### src/sv/lav_pkg.sv
`timescale 1ns / 1ps
// ----------------------------------------------------------------------------
// lav_pkg: shared types for the look-at view matrix block
// Sequencer states, vector pass codes and the arithmetic unit request.
// ----------------------------------------------------------------------------
package lav_pkg;

  typedef enum logic [2:0] {
    S_IDLE,
    S_NORM,
    S_SQ,
    S_SQRT,
    S_DIV,
    S_CROSS,
    S_OUT
  } state_t;

  // which vector the normalize sequence is working on
  typedef enum logic [1:0] {
    PASS_Z,
    PASS_X,
    PASS_Y
  } pass_t;

  typedef enum logic [1:0] {
    AR_MUL,
    AR_SQRT,
    AR_DIV
  } ar_op_t;

  typedef struct packed {
    logic   start;
    ar_op_t op;
  } ar_req_t;

  localparam logic [31:0] ONE_Q30 = 32'h4000_0000;

endpackage

### src/sv/lav_if.sv
`timescale 1ns / 1ps
// ----------------------------------------------------------------------------
// lav_if: input and output channels of the look-at view matrix block
// Valid/ready channels carrying the camera item and the rotation item.
// ----------------------------------------------------------------------------
interface lav_in_if;
  logic        valid;
  logic        ready;
  logic [31:0] eye_x;
  logic [31:0] eye_y;
  logic [31:0] eye_z;
  logic [31:0] target_x;
  logic [31:0] target_y;
  logic [31:0] target_z;
  logic [31:0] up_x;
  logic [31:0] up_y;
  logic [31:0] up_z;

  modport source (output valid, eye_x, eye_y, eye_z, target_x, target_y, target_z,
                  up_x, up_y, up_z, input ready);
  modport sink (input valid, eye_x, eye_y, eye_z, target_x, target_y, target_z,
                up_x, up_y, up_z, output ready);
endinterface

interface lav_out_if;
  logic        valid;
  logic        ready;
  logic [31:0] right_x;
  logic [31:0] right_y;
  logic [31:0] right_z;
  logic [31:0] upv_x;
  logic [31:0] upv_y;
  logic [31:0] upv_z;
  logic [31:0] back_x;
  logic [31:0] back_y;
  logic [31:0] back_z;
  logic        degenerate;

  modport source (output valid, right_x, right_y, right_z, upv_x, upv_y, upv_z,
                  back_x, back_y, back_z, degenerate, input ready);
  modport sink (input valid, right_x, right_y, right_z, upv_x, upv_y, upv_z,
                back_x, back_y, back_z, degenerate, output ready);
endinterface

### src/sv/lav_arith.sv
`timescale 1ns / 1ps
// ----------------------------------------------------------------------------
// lav_arith: shared bit-serial arithmetic unit
// Unsigned 32x32 multiply, 64-bit integer square root and 64/32 division,
// one result bit per cycle.
// ----------------------------------------------------------------------------
module lav_arith
  import lav_pkg::*;
(
  input  logic        clk,
  input  logic        rst,
  input  ar_req_t     req,
  input  logic [63:0] a,
  input  logic [31:0] b,
  output logic        done,
  output logic [63:0] result
);

  logic        busy;
  ar_op_t      op;
  logic [4:0]  cnt;
  logic [63:0] x;
  logic [31:0] y;
  logic [63:0] acc;
  logic [34:0] rem;
  logic [31:0] quo;

  logic [63:0] acc_next;
  logic [34:0] rem_next;
  logic [31:0] quo_next;
  logic [63:0] x_next;
  logic [34:0] r4;
  logic [34:0] trial;
  logic [34:0] r2;

  // one step of the selected operation
  always_comb begin
    acc_next = acc;
    rem_next = rem;
    quo_next = quo;
    x_next   = x;
    r4       = {rem[32:0], x[63:62]};
    trial    = {1'b0, quo, 2'b01};
    r2       = {rem[33:0], x[63]};
    case (op)
      AR_MUL: begin
        acc_next = {acc[62:0], 1'b0} + (x[63] ? {32'b0, y} : 64'b0);
        x_next   = {x[62:0], 1'b0};
      end
      AR_SQRT: begin
        if (r4 >= trial) begin
          rem_next = r4 - trial;
          quo_next = {quo[30:0], 1'b1};
        end else begin
          rem_next = r4;
          quo_next = {quo[30:0], 1'b0};
        end
        x_next = {x[61:0], 2'b00};
      end
      AR_DIV: begin
        if (r2 >= {3'b0, y}) begin
          rem_next = r2 - {3'b0, y};
          quo_next = {quo[30:0], 1'b1};
        end else begin
          rem_next = r2;
          quo_next = {quo[30:0], 1'b0};
        end
        x_next = {x[62:0], 1'b0};
      end
      default: begin
        x_next = x;
      end
    endcase
  end

  // control
  always_ff @(posedge clk) begin
    if (rst) begin
      busy <= 1'b0;
      done <= 1'b0;
      cnt  <= '0;
    end else begin
      done <= busy && (cnt == 5'd31);
      if (req.start) begin
        busy <= 1'b1;
        cnt  <= '0;
      end else if (busy) begin
        cnt <= cnt + 5'd1;
        if (cnt == 5'd31) begin
          busy <= 1'b0;
        end
      end
    end
  end

  // datapath
  always_ff @(posedge clk) begin
    if (req.start) begin
      op  <= req.op;
      y   <= b;
      acc <= '0;
      quo <= '0;
      if (req.op == AR_SQRT) begin
        x   <= a;
        rem <= '0;
      end else begin
        x   <= {a[31:0], 32'b0};
        rem <= {3'b0, a[63:32]};
      end
    end else if (busy) begin
      acc <= acc_next;
      rem <= rem_next;
      quo <= quo_next;
      x   <= x_next;
    end
  end

  assign result = (op == AR_MUL) ? acc : {32'b0, quo};

endmodule

### src/sv/look_at_view_matrix.sv
`timescale 1ns / 1ps
// ----------------------------------------------------------------------------
// look_at_view_matrix: look-at view rotation in fixed point
// Builds the normalized back, right and up rows of a look-at view matrix
// from eye, target and up vectors; repeats the last matrix if eye = target.
// ----------------------------------------------------------------------------
//  channel  dir  handshake      payload
//  cam      in   valid / ready  eye, target, up (Q16.16, 3 x 3 x 32)
//  view     out  valid / ready  right, upv, back (Q1.30, 9 x 32), degenerate
//
//  One item at a time. A normal item takes twelve cross-product multiplies,
//  nine squares, three square roots and nine divisions in the shared
//  bit-serial unit, plus one-bit normalize shifts per vector. When the right
//  vector comes out zero, its pass and the up pass skip the square, root and
//  divide steps.
//  Reset clears the stored matrix to zero. A stalled view holds its item;
//  the next cam item is taken while it waits.
// ----------------------------------------------------------------------------
module look_at_view_matrix
  import lav_pkg::*;
(
  input logic clk,
  input logic rst,
  lav_in_if.sink    cam,
  lav_out_if.source view
);

  localparam logic [1:0] CA_IDX [6] = '{2'd1, 2'd2, 2'd2, 2'd0, 2'd0, 2'd1};
  localparam logic [1:0] CB_IDX [6] = '{2'd2, 2'd1, 2'd0, 2'd2, 2'd1, 2'd0};

  state_t state, state_next;
  pass_t  pass;
  logic   pend;
  logic [2:0] idx;

  logic signed [31:0] up [3];
  logic [63:0]        mag [3];
  logic               neg [3];
  logic [63:0]        acc;
  logic [31:0]        len;
  logic signed [31:0] zn [3];
  logic signed [31:0] xn [3];
  logic signed [31:0] yn [3];
  logic signed [31:0] last [9];
  logic               deg;

  logic               ovalid;
  logic [31:0]        omat [9];
  logic               odeg;

  ar_req_t     ar_req;
  logic [63:0] ar_a;
  logic [31:0] ar_b;
  logic        ar_done;
  logic [63:0] ar_res;

  logic signed [31:0] in_eye [3];
  logic signed [31:0] in_tgt [3];
  logic signed [32:0] d [3];
  logic               same;
  logic [63:0]        orv;
  logic               shift_r;
  logic               shift_l;
  logic signed [31:0] ca;
  logic signed [31:0] cb;
  logic [31:0]        ca_mag;
  logic [31:0]        cb_mag;
  logic signed [63:0] prod_s;
  logic signed [63:0] diff;
  logic [31:0]        qc;
  logic signed [31:0] qs;
  logic               step_done;
  state_t             after_pass;

  lav_arith u_arith (
    .clk    (clk),
    .rst    (rst),
    .req    (ar_req),
    .a      (ar_a),
    .b      (ar_b),
    .done   (ar_done),
    .result (ar_res)
  );

  // gather the input item and form eye - target
  always_comb begin
    in_eye[0] = cam.eye_x;
    in_eye[1] = cam.eye_y;
    in_eye[2] = cam.eye_z;
    in_tgt[0] = cam.target_x;
    in_tgt[1] = cam.target_y;
    in_tgt[2] = cam.target_z;
    for (int i = 0; i < 3; i++) begin
      d[i] = {in_eye[i][31], in_eye[i]} - {in_tgt[i][31], in_tgt[i]};
    end
    same = (cam.eye_x == cam.target_x) && (cam.eye_y == cam.target_y) &&
           (cam.eye_z == cam.target_z);
  end

  // normalize shift decision, cross operands, quotient rounding
  always_comb begin
    orv     = mag[0] | mag[1] | mag[2];
    shift_r = |orv[63:31];
    shift_l = !orv[30];
    ca      = (pass == PASS_X) ? up[CA_IDX[idx]] : zn[CA_IDX[idx]];
    cb      = (pass == PASS_X) ? zn[CB_IDX[idx]] : xn[CB_IDX[idx]];
    ca_mag  = ca[31] ? 32'(-ca) : 32'(ca);
    cb_mag  = cb[31] ? 32'(-cb) : 32'(cb);
    prod_s  = (ca[31] ^ cb[31]) ? -$signed(ar_res) : $signed(ar_res);
    diff    = $signed(acc) - prod_s;
    qc      = (ar_res[31:0] > ONE_Q30) ? ONE_Q30 : ar_res[31:0];
    qs      = neg[idx[1:0]] ? -$signed(qc) : $signed(qc);
    step_done = pend && ar_done;
    case (pass)
      PASS_Z:  after_pass = S_CROSS;
      PASS_X:  after_pass = S_CROSS;
      default: after_pass = S_OUT;
    endcase
  end

  // next state
  always_comb begin
    state_next = state;
    case (state)
      S_IDLE: begin
        if (cam.valid) begin
          state_next = same ? S_OUT : S_NORM;
        end
      end
      S_NORM: begin
        if (orv == 64'b0) begin
          state_next = after_pass;
        end else if (!shift_r && !shift_l) begin
          state_next = S_SQ;
        end
      end
      S_SQ: begin
        if (step_done && idx == 3'd2) begin
          state_next = S_SQRT;
        end
      end
      S_SQRT: begin
        if (step_done) begin
          state_next = S_DIV;
        end
      end
      S_DIV: begin
        if (step_done && idx == 3'd2) begin
          state_next = after_pass;
        end
      end
      S_CROSS: begin
        if (step_done && idx == 3'd5) begin
          state_next = S_NORM;
        end
      end
      S_OUT: begin
        if (!ovalid || view.ready) begin
          state_next = S_IDLE;
        end
      end
      default: state_next = S_IDLE;
    endcase
  end

  // control outputs: arithmetic requests and input ready
  always_comb begin
    ar_req.start = 1'b0;
    ar_req.op    = AR_MUL;
    ar_a         = {32'b0, mag[idx[1:0]][31:0]};
    ar_b         = mag[idx[1:0]][31:0];
    case (state)
      S_SQ: begin
        ar_req.start = !pend;
      end
      S_SQRT: begin
        ar_req.start = !pend;
        ar_req.op    = AR_SQRT;
        ar_a         = acc;
      end
      S_DIV: begin
        ar_req.start = !pend;
        ar_req.op    = AR_DIV;
        ar_a         = {mag[idx[1:0]][33:0], 30'b0} + {33'b0, len[31:1]};
        ar_b         = len;
      end
      S_CROSS: begin
        ar_req.start = !pend;
        ar_a         = {32'b0, ca_mag};
        ar_b         = cb_mag;
      end
      default: begin
        ar_req.start = 1'b0;
      end
    endcase
  end

  assign cam.ready = (state == S_IDLE);

  // control registers
  always_ff @(posedge clk) begin
    if (rst) begin
      state  <= S_IDLE;
      pend   <= 1'b0;
      ovalid <= 1'b0;
      for (int i = 0; i < 9; i++) begin
        last[i] <= '0;
      end
    end else begin
      state <= state_next;
      if (ar_req.start) begin
        pend <= 1'b1;
      end else if (ar_done) begin
        pend <= 1'b0;
      end
      if (state == S_OUT && (!ovalid || view.ready)) begin
        ovalid <= 1'b1;
        if (!deg) begin
          for (int i = 0; i < 3; i++) begin
            last[i]     <= xn[i];
            last[3 + i] <= yn[i];
            last[6 + i] <= zn[i];
          end
        end
      end else if (view.ready) begin
        ovalid <= 1'b0;
      end
    end
  end

  // datapath registers
  always_ff @(posedge clk) begin
    case (state)
      S_IDLE: begin
        if (cam.valid) begin
          deg     <= same;
          pass    <= PASS_Z;
          up[0]   <= cam.up_x;
          up[1]   <= cam.up_y;
          up[2]   <= cam.up_z;
          for (int i = 0; i < 3; i++) begin
            neg[i] <= d[i][32];
            mag[i] <= {31'b0, d[i][32] ? 33'(-d[i]) : 33'(d[i])};
          end
        end
      end
      S_NORM: begin
        if (orv == 64'b0) begin
          for (int i = 0; i < 3; i++) begin
            case (pass)
              PASS_Z:  zn[i] <= '0;
              PASS_X:  xn[i] <= '0;
              default: yn[i] <= '0;
            endcase
          end
          idx <= '0;
          if (pass == PASS_Z) begin
            pass <= PASS_X;
          end else if (pass == PASS_X) begin
            pass <= PASS_Y;
          end
        end else if (shift_r) begin
          for (int i = 0; i < 3; i++) begin
            mag[i] <= {1'b0, mag[i][63:1]};
          end
        end else if (shift_l) begin
          for (int i = 0; i < 3; i++) begin
            mag[i] <= {mag[i][62:0], 1'b0};
          end
        end else begin
          idx <= '0;
          acc <= '0;
        end
      end
      S_SQ: begin
        if (step_done) begin
          acc <= acc + ar_res;
          idx <= idx + 3'd1;
        end
      end
      S_SQRT: begin
        if (step_done) begin
          len <= ar_res[31:0];
          idx <= '0;
        end
      end
      S_DIV: begin
        if (step_done) begin
          case (pass)
            PASS_Z:  zn[idx[1:0]] <= qs;
            PASS_X:  xn[idx[1:0]] <= qs;
            default: yn[idx[1:0]] <= qs;
          endcase
          if (idx == 3'd2) begin
            idx <= '0;
            if (pass == PASS_Z) begin
              pass <= PASS_X;
            end else if (pass == PASS_X) begin
              pass <= PASS_Y;
            end
          end else begin
            idx <= idx + 3'd1;
          end
        end
      end
      S_CROSS: begin
        if (step_done) begin
          if (!idx[0]) begin
            acc <= prod_s;
          end else begin
            neg[idx[2:1]] <= diff[63];
            mag[idx[2:1]] <= diff[63] ? 64'(-diff) : 64'(diff);
          end
          idx <= (idx == 3'd5) ? 3'd0 : idx + 3'd1;
        end
      end
      S_OUT: begin
        if (!ovalid || view.ready) begin
          odeg <= deg;
          if (deg) begin
            for (int i = 0; i < 9; i++) begin
              omat[i] <= last[i];
            end
          end else begin
            for (int i = 0; i < 3; i++) begin
              omat[i]     <= xn[i];
              omat[3 + i] <= yn[i];
              omat[6 + i] <= zn[i];
            end
          end
        end
      end
      default: begin
        idx <= idx;
      end
    endcase
  end

  // drive the output channel
  assign view.valid      = ovalid;
  assign view.right_x    = omat[0];
  assign view.right_y    = omat[1];
  assign view.right_z    = omat[2];
  assign view.upv_x      = omat[3];
  assign view.upv_y      = omat[4];
  assign view.upv_z      = omat[5];
  assign view.back_x     = omat[6];
  assign view.back_y     = omat[7];
  assign view.back_z     = omat[8];
  assign view.degenerate = odeg;

  // a unit result arrives only for a request still outstanding
  a_done_pend: assert property (@(posedge clk) disable iff (rst) ar_done |-> pend)
    else $error("arithmetic result without outstanding request");

  // a new request never overlaps one in flight
  a_no_overlap: assert property (@(posedge clk) disable iff (rst)
    ar_req.start |-> !pend)
    else $error("arithmetic request issued while busy");

  // the first component of the back row never exceeds one in magnitude
  a_unit_range: assert property (@(posedge clk) disable iff (rst)
    (state == S_OUT && !deg) |->
      ($signed(zn[0]) <= $signed(ONE_Q30) && $signed(zn[0]) >= -$signed(ONE_Q30)))
    else $error("normalized component out of range");

endmodule
### src/flat_wrapper.sv
// flat-port wrapper written by rule: the top's interface ports become plain ports
module look_at_view_matrix_flat import lav_pkg::*;
  (clk, rst, cam_valid, cam_eye_x, cam_eye_y, cam_eye_z, cam_target_x, cam_target_y, cam_target_z, cam_up_x, cam_up_y, cam_up_z, cam_ready, view_valid, view_right_x, view_right_y, view_right_z, view_upv_x, view_upv_y, view_upv_z, view_back_x, view_back_y, view_back_z, view_degenerate, view_ready);
  lav_in_if cam_i ();
  lav_out_if view_i ();
  input logic clk;
  input logic rst;
  input wire logic [$bits(cam_i.valid)-1:0] cam_valid;
  input wire logic [$bits(cam_i.eye_x)-1:0] cam_eye_x;
  input wire logic [$bits(cam_i.eye_y)-1:0] cam_eye_y;
  input wire logic [$bits(cam_i.eye_z)-1:0] cam_eye_z;
  input wire logic [$bits(cam_i.target_x)-1:0] cam_target_x;
  input wire logic [$bits(cam_i.target_y)-1:0] cam_target_y;
  input wire logic [$bits(cam_i.target_z)-1:0] cam_target_z;
  input wire logic [$bits(cam_i.up_x)-1:0] cam_up_x;
  input wire logic [$bits(cam_i.up_y)-1:0] cam_up_y;
  input wire logic [$bits(cam_i.up_z)-1:0] cam_up_z;
  output wire logic [$bits(cam_i.ready)-1:0] cam_ready;
  output wire logic [$bits(view_i.valid)-1:0] view_valid;
  output wire logic [$bits(view_i.right_x)-1:0] view_right_x;
  output wire logic [$bits(view_i.right_y)-1:0] view_right_y;
  output wire logic [$bits(view_i.right_z)-1:0] view_right_z;
  output wire logic [$bits(view_i.upv_x)-1:0] view_upv_x;
  output wire logic [$bits(view_i.upv_y)-1:0] view_upv_y;
  output wire logic [$bits(view_i.upv_z)-1:0] view_upv_z;
  output wire logic [$bits(view_i.back_x)-1:0] view_back_x;
  output wire logic [$bits(view_i.back_y)-1:0] view_back_y;
  output wire logic [$bits(view_i.back_z)-1:0] view_back_z;
  output wire logic [$bits(view_i.degenerate)-1:0] view_degenerate;
  input wire logic [$bits(view_i.ready)-1:0] view_ready;
  assign cam_i.valid = cam_valid;
  assign cam_i.eye_x = cam_eye_x;
  assign cam_i.eye_y = cam_eye_y;
  assign cam_i.eye_z = cam_eye_z;
  assign cam_i.target_x = cam_target_x;
  assign cam_i.target_y = cam_target_y;
  assign cam_i.target_z = cam_target_z;
  assign cam_i.up_x = cam_up_x;
  assign cam_i.up_y = cam_up_y;
  assign cam_i.up_z = cam_up_z;
  assign cam_ready = cam_i.ready;
  assign view_valid = view_i.valid;
  assign view_right_x = view_i.right_x;
  assign view_right_y = view_i.right_y;
  assign view_right_z = view_i.right_z;
  assign view_upv_x = view_i.upv_x;
  assign view_upv_y = view_i.upv_y;
  assign view_upv_z = view_i.upv_z;
  assign view_back_x = view_i.back_x;
  assign view_back_y = view_i.back_y;
  assign view_back_z = view_i.back_z;
  assign view_degenerate = view_i.degenerate;
  assign view_i.ready = view_ready;
  look_at_view_matrix u_core (.clk(clk), .rst(rst), .cam(cam_i), .view(view_i));
endmodule
### config.mk
export PLATFORM = sky130hd
export DESIGN_NAME = look_at_view_matrix_flat
export DESIGN_NICKNAME = d
export VERILOG_FILES = /design/src/sv/lav_pkg.sv /design/src/sv/lav_if.sv /design/src/sv/lav_arith.sv /design/src/sv/look_at_view_matrix.sv /design/src/flat_wrapper.sv
export SDC_FILE = /design/constraint.sdc
export NUM_CORES = 2
export LEC_CHECK = 0
export BUFFER_PORTS_ARGS = -buffer_cell sky130_fd_sc_hd__buf_4
export CORE_MARGIN = 10
export CORE_UTILIZATION = 25
export DETAILED_ROUTE_END_ITERATION = 16
export SLEW_MARGIN = 0
export SYNTH_ARGS = -nofsm -noshare
export SYNTH_HDL_FRONTEND = slang
export SYNTH_SLANG_ARGS = --single-unit
### constraint.sdc
create_clock -name clk -period 8 [get_ports clk]
set_input_delay 0 -clock clk [delete_from_list [all_inputs] [get_ports clk]]
set_output_delay 0 -clock clk [all_outputs]
set_load 0.005 [all_outputs]
==> results.md <==
- Arr. time, crit path: approximately 8.3 ns
- DR DRC count: 0
- Seq/Total Area, Yosys: 0.4750
- Synth Instances: around 9600
- Final ANT Viol Nets: 0
- Flop-to-flop setup slack: 0.26 ns
- Routed WL per cell: ~26 µm
- Tot Pwr: roughly 55 mW
- Setup_tns: 0 ns
- Failing checks: max-capacitance violations, max-slew violations
- Die X-Extent: between 600 and 700 µm
- Worst Hold Launch: cam_target_y[0]
- Leading cell type in the layout, fill and taps excluded: edfxtp_1
- Clock Pin Slew Worst Setup and Hold Paths: approximately 0.06 ns
- Clk_lat worst skew: around 0.9 ns
- Outcome: finished with violations
- I/O Buffers: just under 600
- Worst rel slew slack: -0.02763
- Vias in the first global route: 79800
- Post-Synthesis Net Count: 10230
- Final setup fails: 0
- Drt total wl: about 410 mm
- Fin crit period: 7.738 ns
- VDD IR-drop max: ~0.49 mV
- Clock tree sinks: 1599
- Layout cells sized above 1: 0.1695
- Clk_skew: about 0.12 ns
- Die H: approximately 650 µm
- Clock tree buffer depth: 4
- Final WS setup: around 0.26 ns
- Initial antenna violation count: 17
- Crit-path leading delay family: simple AND/OR/NAND/NOR gates
- Overflow after GRT: 0
- Rows: 230
- Drt initial violations: about 12000
- Final slew viol count: 2
- Ys flop type: edfxtp_1
- Unrepaired setup endpoints after global routing: no
- CTS tree: yes
- Final nets: around 11000
- CP max stage cell: or4_1
- Endpoints failing hold: 0
- Worst hold path depth: 5
- Warnings, synthesis: 0
- Class of the worst hold path: input port to flop
- Setup slack at placement: about 0.19 ns
- Cts bufs inserted: between 150 and 200
- Hold Path End: u_core.mag[1][0]$_DFFE_PP_
- Post-Layout Cell Count: 15700
- GP Congestion: 1.010
- Area growth, synth to finish: 19.59%
- EDFF count, synth: between 1000 and 1500
- Worst reg2reg path startpoint: u_core.idx[0]$_DFFE_PP_
- Power Density: approximately 460 mW/mm²
- Most frequent cell on the critical path: buf_4
- Crit Path Max Fanout: 15
- Via count: 84340
- Synthesized area: just under 0.1 mm²
- DP HPWL: around 300 mm
- FF-to-FF path depth: 24
- Final design utilization: 0.3005
- Vias per Instance: 5.372
- Detailed Routing Iterations Pass 1: 8
- Die area: between 0.4 and 0.5 mm²
- Syn_area_per_cell: a little over 10 µm²
- Leakage: 43.97 nW
- # IOs: 583
- Max_cap viols: 3
- Worst-margin pin slew: 1.538 ns
- Capturing point of the worst reg2reg path: u_core.mag[1][55]$_DFFE_PP_
- CP max stage delay: a little over 0.6 ns
- Initial Util: 0.2513
- Crit Path Class: flop to flop
- CP Capture Type: flop
- Synth unique cells: 104
- Bufs and invs on worst path: 5
- Inst Count DP: between 15000 and 20000
- Async set-or-reset flop fraction in the synthesized netlist: 0
- Core Area: between 0.3 and 0.4 mm²
- Final period utilization: 0.9673
- Worst Setup Start Kind: flop
- CTS root buf: clkbuf_16
- Required @ worst endpoint: about 8.5 ns
- Crit-path cells: inv_1, ha_1, buf_4, nor2_4, a22oi_1, a22oi_2, buf_4, xnor2_2, buf_4, a31oi_1, xnor2_1, ha_1, nand4_1, or2_1, or4_1, a21oi_1, a221oi_1, or4b_1, or4_4, or4_1, buf_4, o31ai_1, xor2_1, o21ai_0
- CTS HTree Levels: 4
- FF+latch count, synth: about 1600
- First-pass GRT wire length: approximately 580 mm
- Largest net degree at the start of global routing: around 160
- Most frequent cells in the layout: edfxtp_1, buf_4, nor2_1, nand2_1, a21oi_1
- FMAX: approximately 130 MHz
- Total track usage: 0.1843
==> cell families (layout without fill, tap and decap cells) <==
logic type               Yosys count  after routing  synth area share
multiplexers                     704            704           0.08950
AND/OR/NAND/NOR                 2972           2972            0.1447
AO/OA/AOI/OAI                   2451           2451            0.1591
buffers and inverters            948           1831           0.03656
other                              0              6                 0
adder cells (fa/ha/maj)          350            350           0.04487
XOR/XNOR                         566            566           0.05027
flip-flops                      1599           1599            0.4750
==> synth_stat cells (66+ instances only) <==
library cell / number / share of area
a211oi_1: 93 / 0.0071
o22ai_1: 100 / 0.0063
nor4_1: 110 / 0.0070
ha_1: 343 / 0.043
nor3_1: 154 / 0.0078
o31ai_1: 66 / 0.0050
clkbuf_1: 465 / 0.018
edfxtp_1: 1489 / 0.45
a21o_1: 193 / 0.015
nand2_1: 804 / 0.031
nand4_1: 127 / 0.0080
mux2_2: 346 / 0.039
dfxtp_1: 110 / 0.022
a21oi_1: 699 / 0.035
o21ai_0: 537 / 0.027
xor2_1: 213 / 0.019
inv_1: 409 / 0.016
nand3_1: 171 / 0.0087
a31oi_1: 94 / 0.0060
o211ai_1: 67 / 0.0051
and3_1: 75 / 0.0048
mux2i_1: 248 / 0.025
nor2_1: 846 / 0.032
mux4_2: 107 / 0.024
and2_1: 361 / 0.023
xnor2_1: 352 / 0.031
==> sequential cells by signal, summed over array words and instances, names as in the netlist, 34 cells and up, named ones only <==
name / flops
u_core.acc: 64
u_core.last: 288
u_core.mag: 226
u_core.omat: 288
u_core.u_arith.acc: 64
u_core.u_arith.rem: 34
u_core.u_arith.x: 64
u_core.up: 96
u_core.xn: 128
u_core.yn: 96
u_core.zn: 128
==> metal layers <==
| metal | track usage | vias up | wire, µm |
|---|---|---|---|
| met2 | 0.2748 | 4888 | 171800 |
| met3 | 0.05236 | 893 | 47640 |
| met1 | 0.2437 | 41220 | 164000 |
| met5 | 0 | - | 173 |
| li1 | - | 37340 | - |
| met4 | 0.09225 | 6 | 24810 |
==> worst min-delay path, stage by stage <==
cell,delay [ns]
buf_4,0.08
ha_1,0.39
nand2_1,0.13
o2111ai_1,0.09
o21ai_0,0.08
==> worst max path at each step <==
stage / end / cells past startpoint / from
global placement: u_core.mag[2][61]$_DFFE_PP_ / 24 / u_core.u_arith.op[0]$_DFFE_PP_
global route: u_core.mag[1][61]$_DFFE_PP_ / 28 / u_core.u_arith.op[0]$_DFFE_PP_
floorplan: u_core.mag[0][57]$_DFFE_PP_ / 28 / u_core.u_arith.op[0]$_DFFE_PP_
detailed placement: u_core.mag[1][59]$_DFFE_PP_ / 24 / u_core.u_arith.op[1]$_DFFE_PP_
finish: u_core.mag[1][55]$_DFFE_PP_ / 24 / u_core.idx[0]$_DFFE_PP_
CTS: u_core.mag[2][55]$_DFFE_PP_ / 24 / u_core.u_arith.op[0]$_DFFE_PP_
==> area by class of cell <==
class | count | area, µm²
Fill cell | 40660 | 275000
Antenna cell | 6 | 15.01
Clock buffer | 219 | 4584
Inverter | 413 | 1556
Timing Repair Buffer | 1119 | 8979
Tap cell | 5220 | 6531
Sequential cell | 1599 | 46920
Clock inverter | 80 | 715.7
Multi-Input combinational cell | 7043 | 48820
==> per-stage QoR <==
stage                     hold WS [ns]  instance area [µm²]
after CTS                    0.0004824               117900
after global routing           0.05421               118100
after global placement          0.1787               110700
after detailed placement        0.1793               110700
final                          0.02187               118100
after floorplan                0.07870                98770
==> power breakdown <==
group          switching, mW  internal (mW)
logic                   22.8           11.1
registers               1.31           11.5
clock network           3.50           4.42
==> repair_timing <==
item                                   in CTS  in global routing
endpoints found under the hold margin     115                  0
setup buffers                               0                  3
hold buffers                              196                  0
gates resized for setup                     0                 27
setup endpoints to repair                   0                213
Note: power is estimated with default switching activity, not from simulation.
